**config.mk**
```make
export PLATFORM = sky130hd
export DESIGN_NAME = staggered_periodic_poll_scheduler
export DESIGN_NICKNAME = d
export VERILOG_FILES = /design/src/hw/rtl/spps_pkg.sv /design/src/hw/rtl/spps_div.sv /design/src/hw/rtl/spps_datapath.sv /design/src/hw/rtl/spps_ctrl.sv /design/src/hw/rtl/staggered_periodic_poll_scheduler.sv
export SDC_FILE = /design/constraint.sdc
export NUM_CORES = 1
export LEC_CHECK = 0
export BUFFER_PORTS_ARGS = -buffer_cell sky130_fd_sc_hd__buf_2
export CAP_MARGIN = 20
export CORE_MARGIN = 4
export CORE_UTILIZATION = 60
export DETAILED_ROUTE_END_ITERATION = 16
export HOLD_SLACK_MARGIN = 0.12
export MAX_ROUTING_LAYER = met4
export PLACE_DENSITY = 0.82
export SLEW_MARGIN = 25
export SYNTH_ARGS = -nofsm -noshare
export SYNTH_HDL_FRONTEND = slang
export SYNTH_SLANG_ARGS = --single-unit
```
**constraint.sdc**
```tcl
create_clock -name aclk -period 20.6 [get_ports aclk]
set_input_delay 4.12 -clock aclk [delete_from_list [all_inputs] [get_ports aclk]]
set_output_delay 4.12 -clock aclk [all_outputs]
set_load 0.01 [all_outputs]
```
**src/hw/rtl/spps_pkg.sv**
```systemverilog
// shared types and constants for the staggered periodic poll scheduler
// field widths, operation codes, register map and controller/datapath structs
// no dependencies
package spps_pkg;

    localparam int GROUPS_DEF = 8;

    localparam int OP_W   = 2;
    localparam int NOW_W  = 32;
    localparam int GI_W   = 3;
    localparam int IV_W   = 16;
    localparam int ID_W   = 29;
    localparam int LEN_W  = 7;

    localparam int MAX_LEN   = 64;
    localparam int MAX_POLLS = 8;
    localparam int HIT_W     = $clog2(MAX_POLLS + 1);

    localparam logic [OP_W-1:0] OP_TICK    = 2'd0;
    localparam logic [OP_W-1:0] OP_WRITE   = 2'd1;
    localparam logic [OP_W-1:0] OP_RESCHED = 2'd2;

    localparam int APB_ADDR_W = 3;
    localparam int APB_DATA_W = 32;
    localparam logic [0:0] REG_EXT_IDX = 1'b0;

    typedef struct packed {
        logic capture;
        logic wr_entry;
        logic cnt_step;
        logic ptr_clr;
        logic sched_plain;
        logic mul_load;
        logic div_start;
        logic sched_div_wr;
        logic tick_hit;
        logic tick_skip;
        logic tick_flush;
    } spps_cmd_t;

    typedef struct packed {
        logic ptr_end;
        logic active;
        logic multi;
        logic hit;
        logic pend_valid;
        logic out_free;
        logic full;
        logic div_done;
    } spps_status_t;

endpackage

```
**src/hw/rtl/spps_div.sv**
```systemverilog
// restoring divider, one quotient bit per cycle
// used for the reschedule offset; depends on nothing
module spps_div #(
    parameter int DIVIDEND_W = 20,
    parameter int DIVISOR_W  = 4
) (
    input  logic                  aclk,
    input  logic                  aresetn,
    input  logic                  start,
    input  logic [DIVIDEND_W-1:0] dividend,
    input  logic [DIVISOR_W-1:0]  divisor,
    output logic                  done,
    output logic [DIVIDEND_W-1:0] quotient
);
    localparam int STEP_W = (DIVIDEND_W > 1) ? $clog2(DIVIDEND_W) : 1;

    logic                  busy_reg;
    logic                  done_reg;
    logic [STEP_W-1:0]     step_reg;
    logic [DIVIDEND_W-1:0] quo_reg;
    logic [DIVISOR_W-1:0]  rem_reg;

    logic [DIVISOR_W:0]    shifted;
    logic [DIVISOR_W:0]    diff;
    logic                  ge;
    logic [DIVISOR_W-1:0]  rem_next;

    always_comb begin
        shifted  = {rem_reg, quo_reg[DIVIDEND_W-1]};
        ge       = shifted >= {1'b0, divisor};
        diff     = shifted - {1'b0, divisor};
        rem_next = ge ? diff[DIVISOR_W-1:0] : shifted[DIVISOR_W-1:0];
    end

    always_ff @(posedge aclk) begin
        if (!aresetn) begin
            busy_reg <= 1'b0;
            done_reg <= 1'b0;
            step_reg <= '0;
        end else if (start) begin
            busy_reg <= 1'b1;
            done_reg <= 1'b0;
            step_reg <= '0;
        end else if (busy_reg) begin
            step_reg <= step_reg + STEP_W'(1);
            if (step_reg == STEP_W'(DIVIDEND_W - 1)) begin
                busy_reg <= 1'b0;
                done_reg <= 1'b1;
            end
        end else begin
            done_reg <= 1'b0;
        end
    end

    always_ff @(posedge aclk) begin
        if (start) begin
            quo_reg <= dividend;
            rem_reg <= '0;
        end else if (busy_reg) begin
            quo_reg <= {quo_reg[DIVIDEND_W-2:0], ge};
            rem_reg <= rem_next;
        end
    end

    assign done     = done_reg;
    assign quotient = quo_reg;

endmodule

```
**src/hw/rtl/spps_datapath.sv**
```systemverilog
// group table, walk pointer, due-time arithmetic, pending and output beat registers
// depends on spps_pkg and spps_div
module spps_datapath #(
    parameter int GROUPS = spps_pkg::GROUPS_DEF
) (
    input  logic                       aclk,
    input  logic                       aresetn,
    input  spps_pkg::spps_cmd_t        cmd,
    output spps_pkg::spps_status_t     status,
    input  logic [spps_pkg::NOW_W-1:0] now_ms,
    input  logic [spps_pkg::GI_W-1:0]  group_index,
    input  logic [spps_pkg::IV_W-1:0]  interval_ms,
    input  logic [spps_pkg::ID_W-1:0]  frame_id,
    input  logic [spps_pkg::LEN_W-1:0] payload_bytes,
    input  logic                       ext_id,
    input  logic                       m_ready,
    output logic                       m_valid,
    output logic [spps_pkg::GI_W-1:0]  m_poll_group,
    output logic [spps_pkg::ID_W-1:0]  m_poll_frame_id,
    output logic [spps_pkg::LEN_W-1:0] m_poll_length,
    output logic                       m_extended_id,
    output logic                       m_last_poll
);
    import spps_pkg::*;

    localparam int CNT_W  = $clog2(GROUPS + 1);
    localparam int IDX_W  = (GROUPS > 1) ? $clog2(GROUPS) : 1;
    localparam int PROD_W = IV_W + CNT_W;

    logic [IV_W-1:0]  iv_store_reg  [GROUPS];
    logic [ID_W-1:0]  id_store_reg  [GROUPS];
    logic [LEN_W-1:0] len_store_reg [GROUPS];
    logic [NOW_W-1:0] due_store_reg [GROUPS];

    logic [NOW_W-1:0] now_reg;
    logic [GI_W-1:0]  gi_reg;
    logic [IV_W-1:0]  iv_in_reg;
    logic [ID_W-1:0]  id_in_reg;
    logic [LEN_W-1:0] len_in_reg;

    logic [CNT_W-1:0]  ptr_reg;
    logic [CNT_W-1:0]  cnt_reg;
    logic [CNT_W-1:0]  idx_reg;
    logic [HIT_W-1:0]  hits_reg;
    logic [PROD_W-1:0] prod_reg;

    logic             pend_valid_reg;
    logic [GI_W-1:0]  pend_group_reg;
    logic [ID_W-1:0]  pend_id_reg;
    logic [LEN_W-1:0] pend_len_reg;

    logic             m_valid_reg;
    logic [GI_W-1:0]  m_group_reg;
    logic [ID_W-1:0]  m_id_reg;
    logic [LEN_W-1:0] m_len_reg;
    logic             m_ext_reg;
    logic             m_last_reg;

    logic [IV_W-1:0]   rd_iv;
    logic [ID_W-1:0]   rd_id;
    logic [LEN_W-1:0]  rd_len;
    logic [NOW_W-1:0]  rd_due;
    logic              active;
    logic [NOW_W-1:0]  sum_plain;
    logic [NOW_W-1:0]  nxt_raw;
    logic [NOW_W-1:0]  nxt_due;
    logic [NOW_W-1:0]  due_div;
    logic [NOW_W-1:0]  due_wdata;
    logic              due_we;
    logic              push;
    logic              div_done;
    logic [PROD_W-1:0] quot;

    always_comb begin
        rd_iv     = iv_store_reg[ptr_reg[IDX_W-1:0]];
        rd_id     = id_store_reg[ptr_reg[IDX_W-1:0]];
        rd_len    = len_store_reg[ptr_reg[IDX_W-1:0]];
        rd_due    = due_store_reg[ptr_reg[IDX_W-1:0]];
        active    = (rd_iv != '0) && (rd_len != '0) && (rd_len <= LEN_W'(MAX_LEN));
        sum_plain = now_reg + NOW_W'(rd_iv);
        nxt_raw   = rd_due + NOW_W'(rd_iv);
        nxt_due   = (nxt_raw <= now_reg) ? sum_plain : nxt_raw;
        due_div   = now_reg + NOW_W'(quot[IV_W-1:0]);
        due_we    = cmd.sched_plain | cmd.sched_div_wr | cmd.tick_hit;
        if (cmd.sched_div_wr) begin
            due_wdata = due_div;
        end else if (cmd.tick_hit) begin
            due_wdata = nxt_due;
        end else begin
            due_wdata = sum_plain;
        end
        push = (cmd.tick_hit & pend_valid_reg) | cmd.tick_flush;
    end

    always_comb begin
        status.ptr_end    = ptr_reg == CNT_W'(GROUPS);
        status.active     = active;
        status.multi      = cnt_reg > CNT_W'(1);
        status.hit        = active && (now_reg >= rd_due);
        status.pend_valid = pend_valid_reg;
        status.out_free   = !m_valid_reg | m_ready;
        status.full       = hits_reg == HIT_W'(MAX_POLLS);
        status.div_done   = div_done;
    end

    // activity fields reset to zero
    always_ff @(posedge aclk) begin
        if (!aresetn) begin
            for (int g = 0; g < GROUPS; g++) begin
                iv_store_reg[g]  <= '0;
                len_store_reg[g] <= '0;
            end
        end else begin
            for (int g = 0; g < GROUPS; g++) begin
                if (cmd.wr_entry && int'(gi_reg) == g) begin
                    iv_store_reg[g]  <= iv_in_reg;
                    len_store_reg[g] <= len_in_reg;
                end
            end
        end
    end

    always_ff @(posedge aclk) begin
        for (int g = 0; g < GROUPS; g++) begin
            if (cmd.wr_entry && int'(gi_reg) == g) begin
                id_store_reg[g]  <= id_in_reg;
                due_store_reg[g] <= now_reg;
            end else if (due_we && ptr_reg == CNT_W'(g)) begin
                due_store_reg[g] <= due_wdata;
            end
        end
    end

    always_ff @(posedge aclk) begin
        if (!aresetn) begin
            ptr_reg        <= '0;
            cnt_reg        <= '0;
            idx_reg        <= '0;
            hits_reg       <= '0;
            pend_valid_reg <= 1'b0;
            m_valid_reg    <= 1'b0;
        end else begin
            if (cmd.capture || cmd.ptr_clr) begin
                ptr_reg <= '0;
            end else if (cmd.cnt_step || cmd.sched_plain || cmd.sched_div_wr ||
                         cmd.tick_hit || cmd.tick_skip) begin
                ptr_reg <= ptr_reg + CNT_W'(1);
            end

            if (cmd.capture) begin
                cnt_reg <= '0;
            end else if (cmd.cnt_step && active) begin
                cnt_reg <= cnt_reg + CNT_W'(1);
            end

            if (cmd.capture) begin
                idx_reg <= '0;
            end else if ((cmd.sched_plain && active) || cmd.sched_div_wr) begin
                idx_reg <= idx_reg + CNT_W'(1);
            end

            if (cmd.capture) begin
                hits_reg <= '0;
            end else if (cmd.tick_hit) begin
                hits_reg <= hits_reg + HIT_W'(1);
            end

            if (cmd.capture || cmd.tick_flush) begin
                pend_valid_reg <= 1'b0;
            end else if (cmd.tick_hit) begin
                pend_valid_reg <= 1'b1;
            end

            if (push) begin
                m_valid_reg <= 1'b1;
            end else if (m_ready) begin
                m_valid_reg <= 1'b0;
            end
        end
    end

    always_ff @(posedge aclk) begin
        if (cmd.capture) begin
            now_reg    <= now_ms;
            gi_reg     <= group_index;
            iv_in_reg  <= interval_ms;
            id_in_reg  <= frame_id;
            len_in_reg <= payload_bytes;
        end
        if (cmd.mul_load) begin
            prod_reg <= PROD_W'(rd_iv) * PROD_W'(idx_reg);
        end
        if (cmd.tick_hit) begin
            pend_group_reg <= GI_W'(ptr_reg);
            pend_id_reg    <= rd_id;
            pend_len_reg   <= rd_len;
        end
        if (push) begin
            m_group_reg <= pend_group_reg;
            m_id_reg    <= pend_id_reg;
            m_len_reg   <= pend_len_reg;
            m_ext_reg   <= ext_id;
            m_last_reg  <= cmd.tick_flush;
        end
    end

    spps_div #(
        .DIVIDEND_W (PROD_W),
        .DIVISOR_W  (CNT_W)
    ) u_div (
        .aclk     (aclk),
        .aresetn  (aresetn),
        .start    (cmd.div_start),
        .dividend (prod_reg),
        .divisor  (cnt_reg),
        .done     (div_done),
        .quotient (quot)
    );

    assign m_valid         = m_valid_reg;
    assign m_poll_group    = m_group_reg;
    assign m_poll_frame_id = m_id_reg;
    assign m_poll_length   = m_len_reg;
    assign m_extended_id   = m_ext_reg;
    assign m_last_poll     = m_last_reg;

endmodule

```
**src/hw/rtl/spps_ctrl.sv**
```systemverilog
// controller state machine: sequences write, reschedule and tick walks
// depends on spps_pkg
module spps_ctrl (
    input  logic                         aclk,
    input  logic                         aresetn,
    input  logic                         s_valid,
    input  logic [spps_pkg::OP_W-1:0]    s_operation,
    output logic                         s_ready,
    input  spps_pkg::spps_status_t       status,
    output spps_pkg::spps_cmd_t          cmd
);
    import spps_pkg::*;

    typedef enum logic [6:0] {
        ST_IDLE     = 7'b0000001,
        ST_WRITE    = 7'b0000010,
        ST_COUNT    = 7'b0000100,
        ST_SCHED    = 7'b0001000,
        ST_DIV_GO   = 7'b0010000,
        ST_DIV_WAIT = 7'b0100000,
        ST_TICK     = 7'b1000000
    } state_t;

    state_t state_reg;
    state_t state_next;

    always_comb begin
        state_next = state_reg;
        cmd        = '0;
        s_ready    = 1'b0;
        unique case (state_reg)
            ST_IDLE: begin
                s_ready     = 1'b1;
                cmd.capture = s_valid;
                if (s_valid) begin
                    unique case (s_operation)
                        OP_TICK:    state_next = ST_TICK;
                        OP_WRITE:   state_next = ST_WRITE;
                        OP_RESCHED: state_next = ST_COUNT;
                        default:    state_next = ST_IDLE;
                    endcase
                end
            end
            ST_WRITE: begin
                cmd.wr_entry = 1'b1;
                state_next   = ST_IDLE;
            end
            ST_COUNT: begin
                if (status.ptr_end) begin
                    cmd.ptr_clr = 1'b1;
                    state_next  = ST_SCHED;
                end else begin
                    cmd.cnt_step = 1'b1;
                end
            end
            ST_SCHED: begin
                if (status.ptr_end) begin
                    state_next = ST_IDLE;
                end else if (status.active && status.multi) begin
                    cmd.mul_load = 1'b1;
                    state_next   = ST_DIV_GO;
                end else begin
                    cmd.sched_plain = 1'b1;
                end
            end
            ST_DIV_GO: begin
                cmd.div_start = 1'b1;
                state_next    = ST_DIV_WAIT;
            end
            ST_DIV_WAIT: begin
                if (status.div_done) begin
                    cmd.sched_div_wr = 1'b1;
                    state_next       = ST_SCHED;
                end
            end
            ST_TICK: begin
                if (status.ptr_end || status.full) begin
                    if (!status.pend_valid) begin
                        state_next = ST_IDLE;
                    end else if (status.out_free) begin
                        cmd.tick_flush = 1'b1;
                        state_next     = ST_IDLE;
                    end
                end else if (status.hit) begin
                    cmd.tick_hit = !status.pend_valid || status.out_free;
                end else begin
                    cmd.tick_skip = 1'b1;
                end
            end
            default: state_next = ST_IDLE;
        endcase
    end

    always_ff @(posedge aclk) begin
        if (!aresetn) begin
            state_reg <= ST_IDLE;
        end else begin
            state_reg <= state_next;
        end
    end

endmodule

```
**src/hw/rtl/staggered_periodic_poll_scheduler.sv**
```systemverilog
// top level of the staggered periodic poll scheduler: register port, controller, datapath
// depends on spps_pkg, spps_ctrl, spps_datapath
//
// usage
//   s_ channel: one beat per item (tick, write group entry, reschedule all)
//   m_ channel: one beat per poll event, m_last_poll marks the final beat of a tick
//   register use_extended_ids at byte address 0, copied into every poll beat
// timing
//   an item is taken only while the controller is idle
//   write: a capture step, then the table write; an unused operation code returns to idle
//   tick: one group entry per cycle unless a held beat stalls the walk, at most 8 beats per tick
//   reschedule: a walk that counts the active groups, then a scheduling walk; each active group
//     waits for the bit-serial offset divider when two or more are active
//   the first beat of a tick is registered when the second due group is found or the walk
//     ends; at most one beat per cycle after that
// reset
//   table interval and length fields cleared (all groups inactive), register cleared, no beat pending
// stall
//   a held m_ beat stops the tick walk at the next due group; the final beat of a
//   tick may still wait in the output register while the next item is taken
module staggered_periodic_poll_scheduler #(
    parameter int GROUPS = spps_pkg::GROUPS_DEF
) (
    input  logic                            aclk,
    input  logic                            aresetn,
    input  logic                            s_valid,
    output logic                            s_ready,
    input  logic [spps_pkg::OP_W-1:0]       s_operation,
    input  logic [spps_pkg::NOW_W-1:0]      s_now_ms,
    input  logic [spps_pkg::GI_W-1:0]       s_group_index,
    input  logic [spps_pkg::IV_W-1:0]       s_interval_ms,
    input  logic [spps_pkg::ID_W-1:0]       s_frame_id,
    input  logic [spps_pkg::LEN_W-1:0]      s_payload_bytes,
    output logic                            m_valid,
    input  logic                            m_ready,
    output logic [spps_pkg::GI_W-1:0]       m_poll_group,
    output logic [spps_pkg::ID_W-1:0]       m_poll_frame_id,
    output logic [spps_pkg::LEN_W-1:0]      m_poll_length,
    output logic                            m_extended_id,
    output logic                            m_last_poll,
    input  logic                            psel,
    input  logic                            penable,
    input  logic                            pwrite,
    input  logic [spps_pkg::APB_ADDR_W-1:0] paddr,
    input  logic [spps_pkg::APB_DATA_W-1:0] pwdata,
    output logic [spps_pkg::APB_DATA_W-1:0] prdata,
    output logic                            pready
);
    import spps_pkg::*;

    spps_cmd_t    cmd;
    spps_status_t status;
    logic         ext_reg;
    logic         reg_sel;

    assign pready  = 1'b1;
    assign reg_sel = paddr[APB_ADDR_W-1:2] == REG_EXT_IDX;

    always_ff @(posedge aclk) begin
        if (!aresetn) begin
            ext_reg <= 1'b0;
        end else if (psel && penable && pwrite && pready && reg_sel) begin
            ext_reg <= pwdata[0];
        end
    end

    always_comb begin
        prdata = '0;
        if (reg_sel) begin
            prdata = APB_DATA_W'(ext_reg);
        end
    end

    spps_ctrl u_ctrl (
        .aclk        (aclk),
        .aresetn     (aresetn),
        .s_valid     (s_valid),
        .s_operation (s_operation),
        .s_ready     (s_ready),
        .status      (status),
        .cmd         (cmd)
    );

    spps_datapath #(
        .GROUPS (GROUPS)
    ) u_datapath (
        .aclk            (aclk),
        .aresetn         (aresetn),
        .cmd             (cmd),
        .status          (status),
        .now_ms          (s_now_ms),
        .group_index     (s_group_index),
        .interval_ms     (s_interval_ms),
        .frame_id        (s_frame_id),
        .payload_bytes   (s_payload_bytes),
        .ext_id          (ext_reg),
        .m_ready         (m_ready),
        .m_valid         (m_valid),
        .m_poll_group    (m_poll_group),
        .m_poll_frame_id (m_poll_frame_id),
        .m_poll_length   (m_poll_length),
        .m_extended_id   (m_extended_id),
        .m_last_poll     (m_last_poll)
    );

endmodule

```
==> results by group, run 1 <==
Layout
  • Finished layout cell area: 49110 µm²
  • Multi-input combinational cell area: 15990 µm²
  • Final instance count without filler cells: 4523
  • Final #Nets: 3794
  • Filler instances: 4942
  • Sequential cell area: 27210 µm²
  • Layout cells sized above 1: 0.1674
  • Max reg flops: 256
  • Area grow syn2layout: 9.917%

Timing
  • RSZ-0062 raised after global routing: no
  • Post-route minimum period: ~11000 ps
  • Slew @ Worst Pin: 980.1 ps
  • Setup violators final: 0
  • Relative slew margins: 0.3453
  • Setup ws final: ~10000 ps
  • Setup_tns: 0 ps
  • Slew Viols, Final: 0
  • Post-route clock period utilization: 0.5164
  • Worst clock skew: 77.33 ps
  • Max Freq: 94.00 MHz
  • Endpoints failing hold: 0

Pwr
  • Switch share: 0.2435
  • Pleak: between 15 and 20 nW
  • Clk pwr share: 0.402
  • Flop pwr share: 0.516
  • Switching Power: 1.027 mW
  • Max VDD drop: 92.73 µV
  • Internal power: 3.191 mW
  • PwrDens: 85.89 nW/µm²
  • Gate power share: 0.082
  • Total power: 4.218 mW

Clock tree
  • Clk sinks: between 900 and 1000
  • Post-CTS Hold Buffers: 0
  • H-tree depth: 3
  • CTS tree: done
  • Clk buf depth: 3
  • CTS buffer count: 90
  • CTS clk-pin slew, worst paths: ~70 ps
  • Gates resized, CTS repair: 0
  • Postcts setup bufs: 0
  • Root Buffer: clkbuf_16
  • Clock latency on the worst-skew pair: 690 ps

Setup path
  • Worst path most repeated cell: o21ai_0
  • CP Class: register to register
  • Slowest Stage Delay on Critical Path: 850 ps
  • Ordered list of cells on the worst path: buf_4 > mux4_2 > mux2i_1 > inv_1 > ha_1 > a211oi_1 > o21ai_0 > a31oi_1 > o211ai_1 > a31oi_1 > nor4_1 > xnor2_1 > ha_1 > a21oi_1 > o21ai_0 > a221oi_1 > nor3_1 > or4b_2 > o21ai_1 > or2_2 > mux2_2 > a21oi_1 > o21ai_0
  • Critical path's slowest cell: buf_4
  • Max FO, Critical Path: 48
  • Startpoint Class: register
  • Req. time, crit path: 20960 ps
  • Crit path arrival time: around 11000 ps
  • Crit. End Element: register

Yosys
  • Mapped Cells: 3375
  • Unique masters post-synth: 79
  • Async set or reset register ratio after synthesis: 0
  • Synthesized cell area: 44680 µm²
  • Synth Warn #: 0
  • EDFF count, synth: 879
  • Synthesized flop and latch total: just over 900
  • Top area cells in the synthesized netlist: edfxtp_1 (59%), mux4_2 (8.5%), ha_1 (4.2%)
  • Dominant cell type by area after synthesis: edfxtp_1
  • Synth Flop Type: edfxtp_1
  • Sequential area share after synthesis: 0.6087
  • Share of Yosys cell area claimed by the top area cell type: 0.5908
  • Most frequent cell after synthesis: edfxtp_1
  • Synth cell count leaders: edfxtp_1 (879), nand2_1 (478), o21ai_0 (273), nor2_1 (260), mux4_2 (168)
  • Avg Cell Area, Syn: about 13 µm²

Global route
  • Global-route wire length before repair: 176.0 mm
  • Overflow after GRT: 0
  • Vias in the first global route: 29370
  • Largest net degree at the start of global routing: 64
  • GRT Overall Usage: 0.3057
  • Initial antenna violation count: 8

Placement
  • DP Wirelength: 70.74 mm
  • DP Worst Slack: 10290 ps
  • Port buffer count: 141
  • Gpl congestion: 0.9757
  • DP Cell Count: 4347
  • Placed inst area: 46070 µm²

Min path
  • Hold WC Path Type: register to register

Floorplanning
  • Die W: 280.9 µm
  • Initial Utilization: 0.6092
  • # rows: 99
  • Die ar.: 78890 µm²
  • I/O pins: 207
  • Chip height: 280.9 µm
  • Core Footprint: 73330 µm²

Drt
  • Avg WL per Cell: 25.80 µm
  • Initial DRC count: 3742
  • ANT nets after route: 0
  • # DRC: 0
  • Vias per cell: 6.473
  • Via count: 29280
  • Post-Route WL: 116.7 mm
  • DR pass1 iterations: 6

Job
  • Max Cap Viol: 0

Outcome
  • Status: completed
## power by group through the flow
stage	combinational (mW)	sequential, mW	clock (mW)
3_3_place_gp	0.322	2.21	0
4_1_cts	0.339	2.17	1.70
2_1_floorplan	0.259	2.17	0
6_report	0.344	2.18	1.70
3_5_place_dp	0.336	2.21	0
5_1_grt	0.383	2.18	1.79
## worst max-delay path, delay by kind of cell (launching register included)
| family | cells | cell delay [ps] |
|---|---|---|
| muxes | 3 | 1580 |
| adders and majority gates | 2 | 630 |
| buffers and inverters | 2 | 1100 |
| xor gates and xnor gates | 1 | 280 |
| DFF | 1 | 790 |
| and+or+nand+nor | 4 | 1700 |
| AOI/OAI and AO/OA | 11 | 4150 |
## placed cells by master, fill, tap and decap left out, drive strengths merged, types with 21 or more instances in the layout
cell | netlist | layout
mux2 | 55 | 55
mux4 | 168 | 168
nand2 | 478 | 478
o21ai | 281 | 281
nor4 | 22 | 22
nor2 | 260 | 260
and2 | 25 | 25
fa | 32 | 32
nand3 | 43 | 43
a21oi | 126 | 126
clkbuf | 104 | 113
clkinv | 1 | 32
dfxtp | 40 | 40
nor2b | 28 | 28
buf | 108 | 195
a211oi | 21 | 21
edfxtp | 879 | 879
inv | 146 | 152
xnor2 | 49 | 49
conb | 2 | 32
mux2i | 46 | 46
xor2 | 27 | 27
nor3 | 32 | 32
ha | 151 | 151
o211ai | 27 | 27
## final cells by class
cell class | instances | area share
well taps | 959 | 0.02443
inverters | 147 | 0.01129
diodes | 10 | 0.0005096
multi-input cells | 2127 | 0.3256
flip-flops and latches | 919 | 0.5542
repair buffers | 195 | 0.02270
clock inverters | 53 | 0.01305
clock buffers | 113 | 0.04823
## per-layer routing
layer  share of wire  wire (µm)  global-route usage  vias up
met3            0.11      12790             0.06679      344
met1            0.36      42260              0.3907    14340
li1                -          -                   -    12720
met2            0.48      56310              0.4785     1876
met5               0          0                   -        -
met4           0.046       5346              0.1334        0
## final timing paths
| path | startpoint | to | slack [ps] | depth (start not counted) |
|---|---|---|---|---|
| max | register | u_datapath.due_store_reg[2][6] | 9960 | 23 |
| min | u_datapath.pend_len_reg[1] | u_datapath.m_poll_length[1] | 420 | 0 |
| max reg2reg | register | u_datapath.due_store_reg[2][6] | 9960 | 23 |
| min reg2reg | u_datapath.pend_len_reg[1] | u_datapath.m_poll_length[1] | 420 | 0 |
## metrics by stage
stage               hold WS [ps]    util
global route               425.0  0.6696
global placement           403.0  0.6280
floorplan                  400.3       -
detailed placement         404.5  0.6282
CTS                        416.1  0.6693
finish                     421.3  0.6697
## cell families after synthesis
family | Yosys count | synth area share
AO/OA/AOI/OAI | 583 | 0.07682
adder cells (fa/ha/maj) | 183 | 0.05663
XOR/XNOR | 76 | 0.01490
other | 2 | 0.0001681
multiplexers | 269 | 0.1089
buffers and inverters | 359 | 0.03744
AND/OR/NAND/NOR | 984 | 0.09643
flip-flops | 919 | 0.6087
No activity file was read; power rests on OpenSTA's default activity.
==> run 2, diff against run 1 <==
- CORE_UTILIZATION: 60 -> 56
- PLACE_DENSITY: 0.82 -> 0.81
- clock period: 20.6 -> 8.7 ns (I/O delays scaled with it)
==> results by group, run 2 (synthesized netlist as in run 1, its figures left out) <==
Global route
  • Vias in the first global route: 29210 (-0.53%)
  • Initial antenna violation count: 14 (+6)
  • GRT Overall Usage: 0.2834 (-0.02234)
  • Global-route wire length before repair: 177.1 mm (+0.61%)
  • Largest net degree at the start of global routing: 67 (+4.7%)
  • Overflow after GRT: 0 (unchanged)

Drt
  • ANT nets after route: 0 (unchanged)
  • Avg WL per Cell: 25.24 µm (-2.2%)
  • Via count: 29210 (-0.23%)
  • Initial DRC count: 3377 (-9.8%)
  • Post-Route WL: 117.3 mm (+0.55%)
  • Vias per cell: 6.283 (-2.9%)
  • DR pass1 iterations: 6 (unchanged)
  • # DRC: 0 (unchanged)

Setup path
  • Ordered list of cells on the worst path: buf_4 > mux4_2 > mux2_2 > ha_1 > o21ai_0 > o21bai_1 > a31oi_1 > o211ai_1 > a31oi_1 > buf_4 > nor4_1 > xnor2_1 > ha_1 > a21oi_1 > o21ai_0 > a221oi_1 > nor3_1 > or4b_2 > o21ai_1 > or2_2 > buf_12 > o21ai_0 > mux2i_1 > o21ai_0
  • Max FO, Critical Path: 48 (unchanged)
  • Req. time, crit path: 9050 ps (-11910 ps)
  • CP Class: register to register
  • Worst path most repeated cell: o21ai_0
  • Critical path's slowest cell: dfxtp_4
  • Crit. End Element: register
  • Slowest Stage Delay on Critical Path: 830 ps (-20 ps)
  • Startpoint Class: register
  • Crit path arrival time: 8030 ps (-2970 ps)

Layout
  • Sequential cell area: 27210 µm² (unchanged)
  • Max reg flops: 256 (unchanged)
  • Final #Nets: 3828 (+0.90%)
  • Commonest cells after routing, fill and taps aside: edfxtp_1 (879), nand2_1 (472), o21ai_0 (273)
  • Area grow syn2layout: 10.56%
  • Layout cells sized above 1: 0.1735 (+0.006132)
  • Filler instances: 5624 (+14%)
  • Multi-input combinational cell area: 15970 µm² (-0.14%)
  • Most common cell after layout, fill and taps aside: edfxtp_1

Timing
  • Post-route minimum period: 7682 ps (-2956 ps)
  • Slew Viols, Final: 0 (unchanged)
  • Post-route clock period utilization: 0.8830 (+0.3666)
  • Worst clock skew: 48.65 ps (-28.68 ps)
  • RSZ-0062 raised after global routing: no
  • Setup_tns: 0 ps (unchanged)
  • Max Freq: 130.2 MHz (+38%)
  • Setup ws final: 1018 ps (-8944 ps)
  • Relative slew margins: 0.3277 (-0.01756)
  • Slew @ Worst Pin: 995.3 ps (+15.24 ps)
  • Setup violators final: 0 (unchanged)
  • Endpoints failing hold: 0 (unchanged)

Pwr
  • Clk pwr share: 0.392 (-0.010)
  • PwrDens: 199.6 nW/µm² (+130%)
  • Gate power share: 0.086 (+0.004)
  • Max VDD drop: 228.9 µV (+150%)
  • Pleak: 18.18 nW (+0.82%)
  • Internal power: 7.468 mW (+130%)
  • Flop pwr share: 0.523 (+0.007)
  • Switch share: 0.2425 (-0.0009294)
  • Switching Power: 2.391 mW (+130%)

Floorplanning
  • Die W: 290.5 µm (+3.4%)
  • # rows: 103 (+4.0%)
  • Die ar.: 84360 µm² (+6.9%)
  • Initial Utilization: 0.5655 (-0.04372)
  • Core Footprint: 79000 µm² (+7.7%)
  • Chip height: 290.5 µm (+3.4%)
  • I/O pins: 207 (unchanged)

Clock tree
  • CTS clk-pin slew, worst paths: 60 ps (about the same)
  • Postcts setup bufs: 0 (unchanged)
  • Root Buffer: clkbuf_16
  • CTS buffer count: 88 (-2.2%)
  • H-tree depth: 3 (unchanged)
  • Clk buf depth: 3 (unchanged)
  • Gates resized, CTS repair: 0 (unchanged)
  • Clock latency on the worst-skew pair: 670 ps (-20 ps)
  • Post-CTS Hold Buffers: 0 (unchanged)
  • CTS tree: done
  • Clk sinks: 919 (unchanged)

Job
  • Max Cap Viol: 0 (unchanged)

Placement
  • DP Wirelength: 73.05 mm (+3.3%)
  • DP Worst Slack: 1212 ps (-9081 ps)
  • Port buffer count: 141 (unchanged)
  • Gpl congestion: 0.9694 (-0.65%)

Min path
  • Min-delay src: u_datapath.pend_id_reg[15]
  • Hold WC Path Type: register to register

Outcome
  • Status: completed
-- run 2: per-stage QoR --
stage | utilization | area, µm² | total power, mW | hold slack (ps) | std cells
finish | 0.6252 | 49390 | 9.859 | 417.8 | 4649
global route | 0.6252 | 49390 | 10.18 | 424.8 | 4647
CTS | 0.6247 | 49350 | 9.867 | 418.3 | 4634
detailed placement | 0.5882 | 46460 | 6.062 | 404.5 | 4474
global placement | 0.5881 | 46460 | 6.026 | 402.4 | 4474
floorplan | - | 44790 | 5.760 | 400.3 | 3405
-- run 2: area by class of cell --
cell class                      count  area share
Timing Repair Buffer              231     0.02880
Antenna cell                       15   0.0007600
Multi-Input combinational cell   2127      0.3233
Clock buffer                       99     0.04542
Inverter                          147     0.01122
Tap cell                         1050     0.02660
Sequential cell                   919      0.5510
Clock inverter                     61     0.01297
-- run 2: per-layer routing --
layer	routed length, µm	up-vias	track usage
li1	-	12780	-
met1	42490	14350	0.3649
met2	57740	1766	0.4584
met3	12640	312	0.05112
met4	4473	0	0.1013
met5	0	-	-
-- run 2: path summary, 6_finish.rpt --
kind | slack, ps | depth (start not counted) | end
setup / recovery | 1020 | 24 | u_datapath.due_store_reg[2][0]
hold / removal | 420 | 0 | u_datapath.m_poll_frame_id[15]
setup reg to reg | 1020 | 24 | u_datapath.due_store_reg[2][0]
hold reg to reg | 420 | 0 | u_datapath.m_poll_frame_id[15]
-- run 2: power by group through the flow --
stage | clock [mW] | combinational [mW] | sequential [mW]
3_3_place_gp | 0 | 0.796 | 5.23
4_1_cts | 3.89 | 0.835 | 5.15
3_5_place_dp | 0 | 0.825 | 5.24
2_1_floorplan | 0 | 0.613 | 5.15
5_1_grt | 4.08 | 0.940 | 5.16
6_report | 3.86 | 0.846 | 5.15
-- run 2: critical path: cells and delay by family, from the launching register on --
| family | cells | cell delay (ps) |
|---|---|---|
| AO/OA/AOI/OAI | 11 | 2320 |
| multiplexers | 3 | 1350 |
| AND/OR/NAND/NOR | 4 | 990 |
| buffers and inverters | 3 | 870 |
| flip-flops | 1 | 830 |
| adder cells (fa/ha/maj) | 2 | 690 |
| XOR/XNOR | 1 | 290 |
